$ cat src/hw/rtl/centered_boxcar_low_high_split_unit_defines.svh
// Assertion macros shared by the centered boxcar split unit.
`ifndef CENTERED_BOXCAR_LOW_HIGH_SPLIT_UNIT_DEFINES_SVH
`define CENTERED_BOXCAR_LOW_HIGH_SPLIT_UNIT_DEFINES_SVH

// Same-cycle implication, disabled while reset is held low.
`define CBX_ASSERT_IMP(lbl, clk, rst_n, ante, cons) \
    lbl: assert property (@(posedge clk) disable iff (!(rst_n)) (ante) |-> (cons)) \
        else $error("cbx assertion failed");

// Next-cycle implication, disabled while reset is held low.
`define CBX_ASSERT_NXT(lbl, clk, rst_n, ante, cons) \
    lbl: assert property (@(posedge clk) disable iff (!(rst_n)) (ante) |=> (cons)) \
        else $error("cbx assertion failed");

`endif

$ cat src/hw/rtl/cbx_pkg.sv
// Shared constants and types of the centered boxcar split unit.
package cbx_pkg;

    localparam int WIN_W           = 6;
    localparam int WIN_RESET       = 5;
    localparam int POS_W           = 16;
    localparam int DEF_MAX_WINDOW  = 63;
    localparam int DEF_SAMPLE_BITS = 16;
    localparam int DEF_MAX_FRAME   = 65536;

    typedef enum logic [2:0] {
        ST_IDLE,
        ST_DROP,
        ST_SUM,
        ST_CHECK,
        ST_READ,
        ST_DATA,
        ST_DIV,
        ST_OUT
    } t_state;

endpackage

$ cat src/hw/rtl/centered_boxcar_low_high_split_unit.sv
// Top level of the centered boxcar low/high split: sequencer, delay line, divider.
//
//  channel   direction  handshake                 payload
//  s         in         i_s_tvalid / o_s_tready   i_s_tdata: sample; i_s_tlast: frame end
//  m         out        o_m_tvalid / i_m_tready   o_m_tdata: position, low, high; o_m_tlast
//  cfg       in         i_cfg_we                  i_cfg_wdata: window size
//
// A request passes through accept, drop-tap read, sum update and emit check, and each result
// through tap read, tap data, output load and emit check; an interior result of an odd window
// also passes through the serial divider.
// The last sample of a frame adds up to MAX_WINDOW/2 flushed results.
// The delay line is one memory port pair; every tap is read through it, one per read cycle.
// Synchronous active-low reset; no clearing pass, no tap older than the frame is used.
// A result waiting in the output register stalls only the next output load.
module centered_boxcar_low_high_split_unit
    import cbx_pkg::*;
#(
    parameter int MAX_WINDOW  = DEF_MAX_WINDOW,
    parameter int SAMPLE_BITS = DEF_SAMPLE_BITS,
    parameter int MAX_FRAME   = DEF_MAX_FRAME
) (
    input  logic i_clk,
    input  logic i_rst_n,
    input  logic i_s_tvalid,
    output logic o_s_tready,
    // [SAMPLE_BITS-1:0] sample, zero pad above
    input  logic [((SAMPLE_BITS+7)/8)*8-1:0] i_s_tdata,
    input  logic i_s_tlast,
    output logic o_m_tvalid,
    input  logic i_m_tready,
    // [15:0] position, then low_part (SAMPLE_BITS), high_part (SAMPLE_BITS+1), zero pad
    output logic [((POS_W+2*SAMPLE_BITS+8)/8)*8-1:0] o_m_tdata,
    output logic o_m_tlast,
    input  logic i_cfg_we,
    input  logic [WIN_W-1:0] i_cfg_wdata
);

    `include "centered_boxcar_low_high_split_unit_defines.svh"

    localparam int SB    = SAMPLE_BITS;
    localparam int SUMW  = SB + WIN_W;
    localparam int AW    = (MAX_WINDOW > 1) ? $clog2(MAX_WINDOW) : 1;
    localparam int OUTW  = POS_W + 2 * SB + 1;
    localparam int OTW   = ((POS_W + 2 * SB + 8) / 8) * 8;
    localparam int PADW  = OTW - OUTW;
    localparam logic [AW:0]        DEPTH_X = (AW+1)'(MAX_WINDOW);
    localparam logic [WIN_W-1:0]   WIN_MAX = WIN_W'(MAX_WINDOW);
    localparam logic [POS_W:0]     FRAME_L = (POS_W+1)'(MAX_FRAME - 1);

    t_state             r_state, n_state;
    logic [WIN_W-1:0]   r_win, n_win;
    logic [WIN_W-1:0]   r_fwin, n_fwin;
    logic [POS_W-1:0]   r_fc, n_fc;
    logic [POS_W:0]     r_em, n_em;
    logic [SUMW-1:0]    r_sum, n_sum;
    logic [AW-1:0]      r_wp, n_wp;
    logic               r_last, n_last;
    logic               r_flush, n_flush;
    logic               r_ov, n_ov;
    logic [SB-1:0]      r_x, n_x;
    logic [SB-1:0]      r_smp, n_smp;
    logic [SB-1:0]      r_low, n_low;
    logic [POS_W-1:0]   r_opos;
    logic [SB-1:0]      r_olow;
    logic [SB:0]        r_ohigh;
    logic               r_ofin;

    logic               mem_we, mem_re;
    logic [AW-1:0]      mem_waddr, mem_raddr;
    logic [SB-1:0]      mem_rdata;
    logic               div_start, div_done;
    logic [SUMW-1:0]    div_quot, sum_abs, quot_signed;
    logic               out_load;
    logic [POS_W:0]     fc_x, half_x;
    logic [POS_W+1:0]   reach;
    logic               main_emit, pend_emit, edge_pos;
    logic [POS_W-1:0]   lag;
    logic [AW-1:0]      wp_inc;

    // Step back from a ring index, wrapping at the memory depth.
    function automatic logic [AW-1:0] f_back(input logic [AW-1:0] base,
                                             input logic [AW-1:0] off);
        logic [AW:0] diff;
        diff = {1'b0, base} - {1'b0, off};
        if (diff[AW]) begin
            diff = diff + DEPTH_X;
        end
        return diff[AW-1:0];
    endfunction

    cbx_dline #(
        .DEPTH (MAX_WINDOW),
        .DW    (SB),
        .AW    (AW)
    ) u_dline (
        .i_clk   (i_clk),
        .i_we    (mem_we),
        .i_waddr (mem_waddr),
        .i_wdata (r_x),
        .i_re    (mem_re),
        .i_raddr (mem_raddr),
        .o_rdata (mem_rdata)
    );

    cbx_div #(
        .DW (SUMW)
    ) u_div (
        .i_clk      (i_clk),
        .i_rst_n    (i_rst_n),
        .i_start    (div_start),
        .i_dividend (sum_abs),
        .i_divisor  (r_fwin),
        .o_done     (div_done),
        .o_quot     (div_quot)
    );

    assign fc_x      = {1'b0, r_fc};
    assign half_x    = (POS_W+1)'(r_fwin >> 1);
    assign reach     = {1'b0, r_em} + {1'b0, half_x};
    assign main_emit = (r_em <= fc_x) && ((r_em < half_x) || (reach <= {1'b0, fc_x}));
    assign pend_emit = r_last && (r_em <= fc_x);
    assign edge_pos  = (r_em < half_x);
    assign lag       = r_fc - r_em[POS_W-1:0];
    assign wp_inc    = (r_wp == AW'(MAX_WINDOW - 1)) ? '0 : r_wp + 1'b1;
    assign sum_abs   = r_sum[SUMW-1] ? (~r_sum + 1'b1) : r_sum;
    assign quot_signed = r_sum[SUMW-1] ? (~div_quot + 1'b1) : div_quot;
    assign out_load  = (r_state == ST_OUT) && (!r_ov || i_m_tready);
    assign o_s_tready = (r_state == ST_IDLE);

    always_comb begin
        n_state   = r_state;
        n_win     = i_cfg_we ? i_cfg_wdata : r_win;
        n_fwin    = r_fwin;
        n_fc      = r_fc;
        n_em      = r_em;
        n_sum     = r_sum;
        n_wp      = r_wp;
        n_last    = r_last;
        n_flush   = r_flush;
        n_x       = r_x;
        n_smp     = r_smp;
        n_low     = r_low;
        n_ov      = r_ov && !i_m_tready;
        mem_we    = 1'b0;
        mem_waddr = wp_inc;
        mem_re    = 1'b0;
        mem_raddr = f_back(r_wp, AW'(lag));
        div_start = 1'b0;
        unique case (r_state)
            ST_IDLE: begin
                if (i_s_tvalid) begin
                    n_x    = i_s_tdata[SB-1:0];
                    n_last = i_s_tlast || (fc_x >= FRAME_L);
                    // Latch the window and clear the sum at the first sample of a frame.
                    if (r_fc == '0) begin
                        n_fwin = (r_win > WIN_MAX) ? WIN_MAX : r_win;
                        n_sum  = '0;
                        n_em   = '0;
                    end
                    n_state = ST_DROP;
                end
            end
            ST_DROP: begin
                // Fetch the sample leaving the window.
                mem_re    = (r_fwin != '0);
                mem_raddr = f_back(r_wp, AW'(r_fwin - 1'b1));
                n_state   = ST_SUM;
            end
            ST_SUM: begin
                if (r_fwin != '0) begin
                    if (r_fc >= POS_W'(r_fwin)) begin
                        n_sum = r_sum + {{WIN_W{r_x[SB-1]}}, r_x}
                                      - {{WIN_W{mem_rdata[SB-1]}}, mem_rdata};
                    end else begin
                        n_sum = r_sum + {{WIN_W{r_x[SB-1]}}, r_x};
                    end
                end
                mem_we  = 1'b1;
                n_wp    = wp_inc;
                n_state = ST_CHECK;
            end
            ST_CHECK: begin
                if (main_emit) begin
                    n_flush = 1'b0;
                    n_state = ST_READ;
                end else if (pend_emit) begin
                    n_flush = 1'b1;
                    n_state = ST_READ;
                end else begin
                    if (r_last) begin
                        n_fc  = '0;
                        n_em  = '0;
                        n_sum = '0;
                    end else begin
                        n_fc = r_fc + 1'b1;
                    end
                    n_state = ST_IDLE;
                end
            end
            ST_READ: begin
                mem_re  = 1'b1;
                n_state = ST_DATA;
            end
            ST_DATA: begin
                n_smp = mem_rdata;
                if (r_flush || edge_pos) begin
                    n_low   = '0;
                    n_state = ST_OUT;
                end else if (r_fwin[0]) begin
                    div_start = 1'b1;
                    n_state   = ST_DIV;
                end else begin
                    n_low   = mem_rdata;
                    n_state = ST_OUT;
                end
            end
            ST_DIV: begin
                if (div_done) begin
                    n_low   = quot_signed[SB-1:0];
                    n_state = ST_OUT;
                end
            end
            ST_OUT: begin
                // Hold until the output register is free.
                if (out_load) begin
                    n_ov    = 1'b1;
                    n_em    = r_em + 1'b1;
                    n_state = ST_CHECK;
                end
            end
            default: begin
                n_state = ST_IDLE;
            end
        endcase
    end

    always_ff @(posedge i_clk) begin
        if (!i_rst_n) begin
            r_state <= ST_IDLE;
            r_win   <= WIN_W'(WIN_RESET);
            r_fwin  <= '0;
            r_fc    <= '0;
            r_em    <= '0;
            r_sum   <= '0;
            r_wp    <= '0;
            r_last  <= 1'b0;
            r_flush <= 1'b0;
            r_ov    <= 1'b0;
        end else begin
            r_state <= n_state;
            r_win   <= n_win;
            r_fwin  <= n_fwin;
            r_fc    <= n_fc;
            r_em    <= n_em;
            r_sum   <= n_sum;
            r_wp    <= n_wp;
            r_last  <= n_last;
            r_flush <= n_flush;
            r_ov    <= n_ov;
        end
    end

    always_ff @(posedge i_clk) begin
        r_x   <= n_x;
        r_smp <= n_smp;
        r_low <= n_low;
        if (out_load) begin
            r_opos  <= r_em[POS_W-1:0];
            r_olow  <= r_low;
            r_ohigh <= {r_smp[SB-1], r_smp} - {r_low[SB-1], r_low};
            r_ofin  <= r_last && (r_em == fc_x);
        end
    end

    assign o_m_tvalid = r_ov;
    assign o_m_tdata  = {{PADW{1'b0}}, r_ohigh, r_olow, r_opos};
    assign o_m_tlast  = r_ofin;

    `CBX_ASSERT_IMP(a_div_done_in_div, i_clk, i_rst_n, div_done, r_state == ST_DIV)
    `CBX_ASSERT_IMP(a_emit_in_frame, i_clk, i_rst_n, r_state == ST_OUT, r_em <= fc_x)
    `CBX_ASSERT_NXT(a_out_wait_holds, i_clk, i_rst_n, (r_state == ST_OUT) && !out_load, r_state == ST_OUT)
    `CBX_ASSERT_NXT(a_flush_low_zero, i_clk, i_rst_n, out_load && r_flush, r_olow == '0)

endmodule

$ cat src/hw/rtl/cbx_dline.sv
// Sample delay line: one-write, one-read memory with registered read data.
module cbx_dline #(
    parameter int DEPTH = 63,
    parameter int DW    = 16,
    parameter int AW    = 6
) (
    input  logic          i_clk,
    input  logic          i_we,
    input  logic [AW-1:0] i_waddr,
    input  logic [DW-1:0] i_wdata,
    input  logic          i_re,
    input  logic [AW-1:0] i_raddr,
    output logic [DW-1:0] o_rdata
);

    logic [DW-1:0] mem [DEPTH];
    logic [DW-1:0] r_rdata;

    always_ff @(posedge i_clk) begin
        if (i_we) begin
            mem[i_waddr] <= i_wdata;
        end
    end

    always_ff @(posedge i_clk) begin
        if (i_re) begin
            r_rdata <= mem[i_raddr];
        end
    end

    assign o_rdata = r_rdata;

endmodule

$ cat src/hw/rtl/cbx_div.sv
// Restoring divider, one quotient bit per cycle, unsigned dividend by window.
module cbx_div
    import cbx_pkg::*;
#(
    parameter int DW = 22
) (
    input  logic             i_clk,
    input  logic             i_rst_n,
    input  logic             i_start,
    input  logic [DW-1:0]    i_dividend,
    input  logic [WIN_W-1:0] i_divisor,
    output logic             o_done,
    output logic [DW-1:0]    o_quot
);

    localparam int CW = (DW > 1) ? $clog2(DW) : 1;

    logic             r_busy;
    logic             r_done;
    logic [CW-1:0]    r_cnt;
    logic [WIN_W-1:0] r_rem;
    logic [DW-1:0]    r_quo;
    logic [WIN_W-1:0] r_dvs;
    logic [WIN_W:0]   trial;
    logic             fits;

    assign trial = {r_rem, r_quo[DW-1]};
    assign fits  = (trial >= {1'b0, r_dvs});

    always_ff @(posedge i_clk) begin
        if (!i_rst_n) begin
            r_busy <= 1'b0;
            r_done <= 1'b0;
            r_cnt  <= '0;
        end else begin
            r_done <= 1'b0;
            if (i_start) begin
                r_busy <= 1'b1;
                r_cnt  <= '0;
            end else if (r_busy) begin
                if (r_cnt == CW'(DW - 1)) begin
                    r_busy <= 1'b0;
                    r_done <= 1'b1;
                end else begin
                    r_cnt <= r_cnt + 1'b1;
                end
            end
        end
    end

    // Shift the dividend out of the top as quotient bits enter at the bottom.
    always_ff @(posedge i_clk) begin
        if (i_start) begin
            r_quo <= i_dividend;
            r_rem <= '0;
            r_dvs <= i_divisor;
        end else if (r_busy) begin
            r_quo <= {r_quo[DW-2:0], fits};
            r_rem <= fits ? WIN_W'(trial - {1'b0, r_dvs}) : trial[WIN_W-1:0];
        end
    end

    assign o_done = r_done;
    assign o_quot = r_quo;

endmodule
$ cat config.mk
export PLATFORM = sky130hd
export DESIGN_NAME = centered_boxcar_low_high_split_unit
export DESIGN_NICKNAME = d
export VERILOG_FILES = /design/src/hw/rtl/cbx_pkg.sv /design/src/hw/rtl/centered_boxcar_low_high_split_unit.sv /design/src/hw/rtl/cbx_dline.sv /design/src/hw/rtl/cbx_div.sv
export VERILOG_INCLUDE_DIRS = /design/src /design/src/hw/rtl
export SDC_FILE = /design/constraint.sdc
export NUM_CORES = 2
export LEC_CHECK = 0
export BUFFER_PORTS_ARGS = -buffer_cell sky130_fd_sc_hd__buf_2
export CAP_MARGIN = 20
export CORE_MARGIN = 5
export CORE_UTILIZATION = 40
export CTS_CLUSTER_DIAMETER = 120
export CTS_CLUSTER_SIZE = 16
export DETAILED_ROUTE_END_ITERATION = 8
export SLEW_MARGIN = 20
export SYNTH_ARGS = -nofsm -noshare
export SYNTH_HDL_FRONTEND = slang
export SYNTH_SLANG_ARGS = --single-unit
$ cat constraint.sdc
create_clock -name i_clk -period 5.6 [get_ports i_clk]
set_input_delay 0.28 -clock i_clk [delete_from_list [all_inputs] [get_ports i_clk]]
set_output_delay 0.28 -clock i_clk [all_outputs]
set_load 0.005 [all_outputs]
; Word level (Yosys, flattened, before mapping)
; Memory sizes are Yosys's and may differ from the RTL's. A register that Yosys moved wholly into a read port is not among the register bits.
; Index checks and enable logic that the tools add are counted.
; W data, S select, Z words.
[totals]
ram_bits = 1008
inputBits = 28
register_bits = 218
out_inout_bits = 59
word_cells = 157
mem_count = 1
[memory_table]
columns = name, words, width, rd, rd_clocked_by_memory_dff, write_ports, line
row1 = u_dline.mem, 63, 16, 1, 1, 1, cbx_dline.sv:16  ; logic [DW-1:0] mem [DEPTH];
[op_classes]
n_mux = 53
n_addsub = 17
n_eq_ne = 19
n_bitwise = 7
magnitude_cmp = 7
reduce_logical = 30
[ops]
columns = op, n
row1 = $mux W22, 10
row2 = $mux W17, 6
row3 = $mux W16, 5
row4 = $pmux W22 S3, 1
row5 = $pmux W17 S3, 1
row6 = $mux W6, 6
row7 = $add A16 B1 Y16 const B, 2
row8 = $pmux W16 S2, 1
row9 = $pmux W3 S8, 1
row10 = $add A22 B1 Y22 const B, 1
row11 = $add A22 B22 Y22, 1
row12 = $not A22 Y22, 1
row13 = $sub A22 B22 Y22, 1
row14 = $add A17 B5 Y18, 1
row15 = $le A18 B16 Y1, 1
row16 = $add A17 B1 Y17 const B, 1
row17 = $eq A17 B16 Y1, 1
row18 = $le A17 B16 Y1, 1
row19 = $lt A17 B5 Y1, 1
row20 = $sub A16 B16 Y17, 1
row21 = $ge A16 B16 Y1 const B, 1
row22 = $ge A16 B6 Y1, 1
row23 = $logic_not A16 Y1, 1
row24 = $mux W1, 16
row25 = other kinds (32), 70

; Longest topological paths before layout
[depth]
ltp_word = 6
mapped_depth = 23
mapped_depth_nobuf = 21

; Modules after synthesis
; A second synthesis with hierarchy kept.
[unflattened]
cells_unflattened = 3371
hier_area_um2 = 53968.0
[by_module_without_submodules]
columns = module, cells_per_inst, area_each_um2, n_inst
row1 = cbx_dline, 1810, 39346.5, 1
row2 = centered_boxcar_low_high_split_unit, 1406, 12645.9, 1
row3 = cbx_div, 155, 1975.6, 1

; Worst setup path before layout
; OpenSTA, ideal clock, no wires.
[synth_path]
kind = register -> register
startpoint = reg r_x[0]
endpoint = reg r_sum[21]
path_stages_with_launch = 21
path_slack_ns = 0.392
arrival_time_ns = 5.091
period_less_slack_ns = 5.208
path_buffers = 0
t_required_ns = 5.483
cell_sequence = edfxtp_1 > ha_1 > fa_1 > a21o_1 > a21oi_1 > o21ai_0 > o21ai_0 > o21ai_0 > a21o_1 > a21oi_1 > xnor2_1 > ha_1 > a21o_1 > a21o_1 > a21o_1 > or3_1 > o21ai_0 > mux2i_1 > nor3_1 > xnor3_1 > a22o_1
[synth_via]
elab_chain_cells = 5
[synth_rtl]
columns = element, line
row1 = start: declaration, centered_boxcar_low_high_split_unit.sv:60  ; logic [SB-1:0] r_x, n_x;
row2 = start signal: assignment, centered_boxcar_low_high_split_unit.sv:264  ; r_x <= n_x;
row3 = $add A22 B22 Y22 (*), "centered_boxcar_low_high_split_unit.sv:172, centered_boxcar_low_high_split_unit.sv:175"
row4 = $sub A22 B22 Y22, centered_boxcar_low_high_split_unit.sv:173  ; - {{WIN_W{mem_rdata[SB-1]}}, mem_rdata};
row5 = $mux W22 (*), centered_boxcar_low_high_split_unit.sv:171  ; if (r_fc >= POS_W'(r_fwin)) begin
row6 = $mux W22 (*), centered_boxcar_low_high_split_unit.sv:170  ; if (r_fwin != '0) begin
row7 = $pmux W22 S3 (*), centered_boxcar_low_high_split_unit.sv:149  ; unique case (r_state)
row8 = end signal: assignment, centered_boxcar_low_high_split_unit.sv:255  ; r_sum <= n_sum;
row9 = end: declaration, centered_boxcar_low_high_split_unit.sv:55  ; logic [SUMW-1:0] r_sum, n_sum;
; Mark *: on every way between the ends. The rest lies on a longest branch, timed or not. The select of a mux whose other input is x is not followed.
; A chain may end at the register's enable or synchronous reset.

; Final worst setup path
[layout_path]
startpoint = reg r_fc[1]
endpoint = reg u_dline.r_rdata[10], in the netlist u_dline.o_rdata[10] (read register of u_dline.mem), data pin
[layout_via]
elab_chain_cells = 5
[layout_rtl]
columns = element, line
row1 = start: declaration, centered_boxcar_low_high_split_unit.sv:53  ; logic [POS_W-1:0] r_fc, n_fc;
row2 = start signal: assignment, centered_boxcar_low_high_split_unit.sv:253  ; r_fc <= n_fc;
row3 = $sub A6 B6 Y6 (*), centered_boxcar_low_high_split_unit.sv:123  ; assign lag = r_fc - r_em[POS_W-1:0];
row4 = $sub A6 B6 Y7 (*), centered_boxcar_low_high_split_unit.sv:84  ; diff = {1'b0, base} - {1'b0, off};
row5 = $add A6 B6 Y6, centered_boxcar_low_high_split_unit.sv:86  ; diff = diff + DEPTH_X;
row6 = $mux W6 (*), centered_boxcar_low_high_split_unit.sv:85  ; if (diff[AW]) begin
row7 = $mux W6 (*), centered_boxcar_low_high_split_unit.sv:149
row8 = end: declaration, cbx_dline.sv:17  ; logic [DW-1:0] r_rdata;
; Mark *: on every way between the ends. The rest lies on a longest branch, timed or not.

==> impl_metrics.xml <==
<?xml version="1.0" encoding="UTF-8"?>
<metrics>
  <group name="outcome">
    <metric name="run_status" unit="">completed</metric>
  </group>
  <group name="yosys">
    <metric name="muxShareOfSynthArea" unit="%">2.55</metric>
    <metric name="yosys_warnings" unit="">0</metric>
    <metric name="post_synth_and_or_nand_nor_area_fraction" unit="%">16.0</metric>
    <metric name="synth_flop_cell" unit="">edfxtp_1</metric>
    <metric name="synthDistinctLibCells" unit="">81</metric>
    <metric name="main_combinational_cell_family_by_area_after_synthesis" unit="">simple AND/OR/NAND/NOR gates</metric>
    <metric name="part_of_the_yosys_area_used_for_sequential_elements" unit="%">65.5</metric>
    <metric name="yosysTopAreaCellShare" unit="%">62.1</metric>
    <metric name="syn_area" unit="sq um">55600</metric>
    <metric name="synthCells" unit="">4706</metric>
    <metric name="synth_enable_flop_cells" unit="">1150</metric>
    <metric name="ys_top_cells_by_area" unit="">edfxtp_1 62%, nand2_1 7.3%, nand3_1 3.7%, dfxtp_1 3.3%, ha_1 3.2%</metric>
    <metric name="synth_largest_area_cell" unit="">edfxtp_1</metric>
    <metric name="synthXorXnorAreaFrac" unit="%">2.13</metric>
    <metric name="synth_adder_area_share" unit="%">3.49</metric>
    <metric name="postSynth.asyncResetShare" unit="%">0</metric>
    <metric name="post_synthesis_register_bit_count" unit="">1242</metric>
    <metric name="synth-compound-area-share" unit="%">7.49</metric>
    <metric name="synth.avg_cell_area" unit="sq um">11.8</metric>
  </group>
  <group name="placement">
    <metric name="finalWeightedCongestion" unit="">0.908</metric>
    <metric name="placement.cell_area" unit="sq um">59100</metric>
    <metric name="hpwl" unit="um">96700</metric>
    <metric name="port_buffers" unit="">79</metric>
  </group>
  <group name="grt">
    <metric name="antenna_violations_before_repair" unit="">5</metric>
    <metric name="grt_pass1_vias" unit="">35500</metric>
    <metric name="grt_first_pass_wirelength" unit="um">227000</metric>
    <metric name="global_route.usage.total" unit="%">20.3</metric>
    <metric name="grt_max_degree" unit="">66</metric>
    <metric name="grt_overflow" unit="">0</metric>
  </group>
  <group name="power">
    <metric name="internal_power" unit="uW">15700</metric>
    <metric name="sw_frac_of_total" unit="%">34.3</metric>
    <metric name="report.power.total" unit="uW">23900</metric>
    <metric name="leak" unit="uW">0.0225</metric>
    <metric name="power.share.clock" unit="%">25.0</metric>
    <metric name="power.ir.vdd_worst" unit="V">0.000318</metric>
    <metric name="power_frac_comb" unit="%">31.0</metric>
    <metric name="total_switching_power" unit="uW">8180</metric>
    <metric name="seqPwrFrac" unit="%">44.0</metric>
    <metric name="cellPowerDensity" unit="nW/um^2">385</metric>
  </group>
  <group name="cts">
    <metric name="number_of_buffers_added_by_the_clock_tree_synthesis_step" unit="">88</metric>
    <metric name="htree_levels" unit="">3</metric>
    <metric name="clk_pin_slew_worst_paths" unit="ns">0.08</metric>
    <metric name="clockBufferDepth" unit="">3</metric>
    <metric name="clk_latency" unit="ns">0.70</metric>
    <metric name="clockRootBuffer" unit="">clkbuf_16</metric>
    <metric name="cts_sinks" unit="">1242</metric>
    <metric name="tritoncts" unit="">yes</metric>
  </group>
  <group name="worst_setup_path">
    <metric name="critPathArrivalTime" unit="ns">5.89</metric>
    <metric name="worstPathRequired" unit="ns">6.12</metric>
    <metric name="timing.critical_path.max_delay_family" unit="">simple AND/OR/NAND/NOR gates</metric>
    <metric name="worst_setup_path_start_kind" unit="">flip-flop</metric>
    <metric name="max_stage_delay" unit="ns">0.45</metric>
    <metric name="criticalPathCategory" unit="">flip-flop to flip-flop</metric>
    <metric name="critical_path.most_common_cell" unit="">a21o_1</metric>
    <metric name="critPathBufInv" unit="">3</metric>
    <metric name="worst_path_max_delay_cell" unit="">dfxtp_1</metric>
    <metric name="cp_cell_sequence" unit="">inv_1, ha_1, a21o_1, a21o_1, a21o_1, a21oi_1, xor2_1, ha_1, o2111ai_1, nand4_1, or3_1, xor3_1, mux2i_4, buf_4, nor3_2, buf_4, o211ai_1, nand4_1, nor3_1</metric>
    <metric name="critPathCaptureType" unit="">flip-flop</metric>
    <metric name="timing.critical_path.fanout_max" unit="">16</metric>
  </group>
  <group name="sta">
    <metric name="finClkSkew" unit="ns">0.0233</metric>
    <metric name="setup_tns" unit="ns">0</metric>
    <metric name="layout_min_cycle_time" unit="ns">5.37</metric>
    <metric name="slew_headroom" unit="%">32.0</metric>
    <metric name="worst_hold_slack" unit="ns">0.0881</metric>
    <metric name="clock.fmax" unit="MHz">186</metric>
    <metric name="final_min_period_over_clock_period" unit="%">95.9</metric>
    <metric name="timing_max_transition_violations_final" unit="">0</metric>
    <metric name="hold_viol" unit="">0</metric>
    <metric name="tightestPinTransition" unit="ns">1.02</metric>
    <metric name="number_of_setup_violations_in_the_final_report" unit="">0</metric>
  </group>
  <group name="floorplan">
    <metric name="floorplan.die_area" unit="sq um">146000</metric>
    <metric name="ios" unit="">87</metric>
    <metric name="floorplan_die_width" unit="um">383</metric>
    <metric name="start_util" unit="%">40.3</metric>
    <metric name="floorplan.core_area" unit="sq um">138000</metric>
    <metric name="row_count" unit="">136</metric>
    <metric name="floorplan.die.height" unit="um">383</metric>
  </group>
  <group name="drt">
    <metric name="vias" unit="">37200</metric>
    <metric name="initial_drt_pass_iterations" unit="">6</metric>
    <metric name="post_drt_via_cell_ratio" unit="">5.55</metric>
    <metric name="total_wirelength_of_the_detailed_routed_design" unit="um">153000</metric>
    <metric name="first_iter_violations" unit="">3752</metric>
    <metric name="detail-route-antenna-nets" unit="">0</metric>
    <metric name="post_drt_wl_per_cell" unit="um">22.8</metric>
    <metric name="drc" unit="">0</metric>
  </group>
  <group name="final_layout">
    <metric name="most-common-layout-cells" unit="">1150 x edfxtp_1, 1082 x nand2_1, 415 x nand3_1, 215 x nor2_1, 193 x buf_4</metric>
    <metric name="nets" unit="">5066</metric>
    <metric name="layout.cells.most_common" unit="">edfxtp_1</metric>
    <metric name="layout-drive-gt1-share" unit="%">8.84</metric>
    <metric name="final_util" unit="%">45.0</metric>
    <metric name="layout.cell_area.non_filler" unit="sq um">62000</metric>
    <metric name="syn2layout_area_growth" unit="%">11.5</metric>
  </group>
  <group name="flow_run">
    <metric name="drv_cap" unit="">0</metric>
  </group>
  <group name="min_path">
    <metric name="min_path_type" unit="">input pin to flip-flop</metric>
  </group>
</metrics>
## power groups by stage
| stage | clock (uW) | sequential, uW | combinational [uW] |
|---|---|---|---|
| after global routing | 6470 | 10500 | 7950 |
| final | 5970 | 10500 | 7390 |
| after detailed placement | 0 | 10700 | 7200 |
| after CTS | 6100 | 10500 | 7250 |
| after floorplan | 0 | 10700 | 4380 |
| after global placement | 0 | 10700 | 7170 |
## layout make-up
cell class | count | area (sq um)
Antenna cell | 2 | 5.00
Clock buffer | 106 | 2270
Clock inverter | 6 | 121
Fill cell | 12600 | 75900
Inverter | 119 | 448
Multi-Input combinational cell | 3103 | 17800
Sequential cell | 1242 | 36400
Tap cell | 1794 | 2240
Timing Repair Buffer | 334 | 2750
## synth_stat cells, types with 23 or more instances
| cell type | count |
|---|---|
| buf_2 | 48 |
| o21a_1 | 26 |
| clkbuf_1 | 152 |
| nand3_1 | 416 |
| nor3_1 | 83 |
| dfxtp_1 | 92 |
| o211ai_1 | 23 |
| xnor2_1 | 69 |
| a21o_1 | 33 |
| or3_1 | 25 |
| nand2_1 | 1082 |
| xor2_1 | 61 |
| a31oi_1 | 27 |
| mux2i_1 | 134 |
| a21oi_1 | 169 |
| o21ai_0 | 127 |
| nor2b_1 | 40 |
| and3_1 | 38 |
| inv_1 | 118 |
| a311oi_1 | 41 |
| ha_1 | 142 |
| o22ai_1 | 54 |
| nand4_1 | 40 |
| nor2_1 | 216 |
| edfxtp_1 | 1150 |
## path summary, 6_finish.rpt
kind	start	to	slack [ns]	cells past startpoint
setup / recovery	r_fc[1]	u_dline.o_rdata[10]	0.23	19
hold / removal	i_s_tvalid	r_state[0]	0.09	5
setup reg to reg	r_fc[1]	u_dline.o_rdata[10]	0.23	19
hold reg to reg	r_low[15]	r_olow[15]	0.46	0
## state kept, by name (all words and copies together) (netlist names), 16 cells and up
register,cells
u_dline.mem,1008
r_sum,22
u_div.o_quot,22
r_em,17
r_ohigh,17
r_fc,16
r_low,16
r_olow,16
r_opos,16
r_smp,16
r_x,16
u_dline.o_rdata,16
## routing by layer
metal  GRT usage, %  up-vias  share of wire [%]
li1               -    17400                  -
met1           27.7    18300                 43
met2           33.6     1317                 47
met3           3.08      213                6.8
met4           6.41        0                3.3
met5              0        -                  0
## per-stage QoR
step / instances / setup WS, ns
5_1_grt: 6705 / -0.0100
2_1_floorplan: 4712 / 0.392
6_report: 6706 / 0.232
3_3_place_gp: 6544 / 0.0152
3_5_place_dp: 6545 / 0.0715
4_1_cts: 6688 / 0.0635
## what timing repair did
action	in CTS	in global routing
gates resized for setup	0	10
hold endpoints to repair	24	0
hold buffers	31	0
setup buffers	0	13
endpoints found under the setup margin	0	16
## cells by family (layout without fill, tap and decap cells)
kind of cell,after synthesis,count (layout)
AOI/OAI and AO/OA,647,647
xor gates and xnor gates,132,132
adders and majority gates,150,150
buffers and inverters,369,565
DFF,1242,1242
muxes,140,140
other,1,9
and+or+nand+nor,2025,2027
## worst register-to-register path: stages, from the launching register on
cell	delay (ns)
dfxtp_1	0.45
inv_1	0.14
ha_1	0.34
a21o_1	0.17
a21o_1	0.20
a21o_1	0.17
a21oi_1	0.17
xor2_1	0.19
ha_1	0.31
o2111ai_1	0.21
nand4_1	0.19
or3_1	0.43
xor3_1	0.42
mux2i_4	0.35
buf_4	0.22
nor3_2	0.04
buf_4	0.23
o211ai_1	0.28
nand4_1	0.42
nor3_1	0.27
Note: power is estimated with default switching activity, not from simulation.
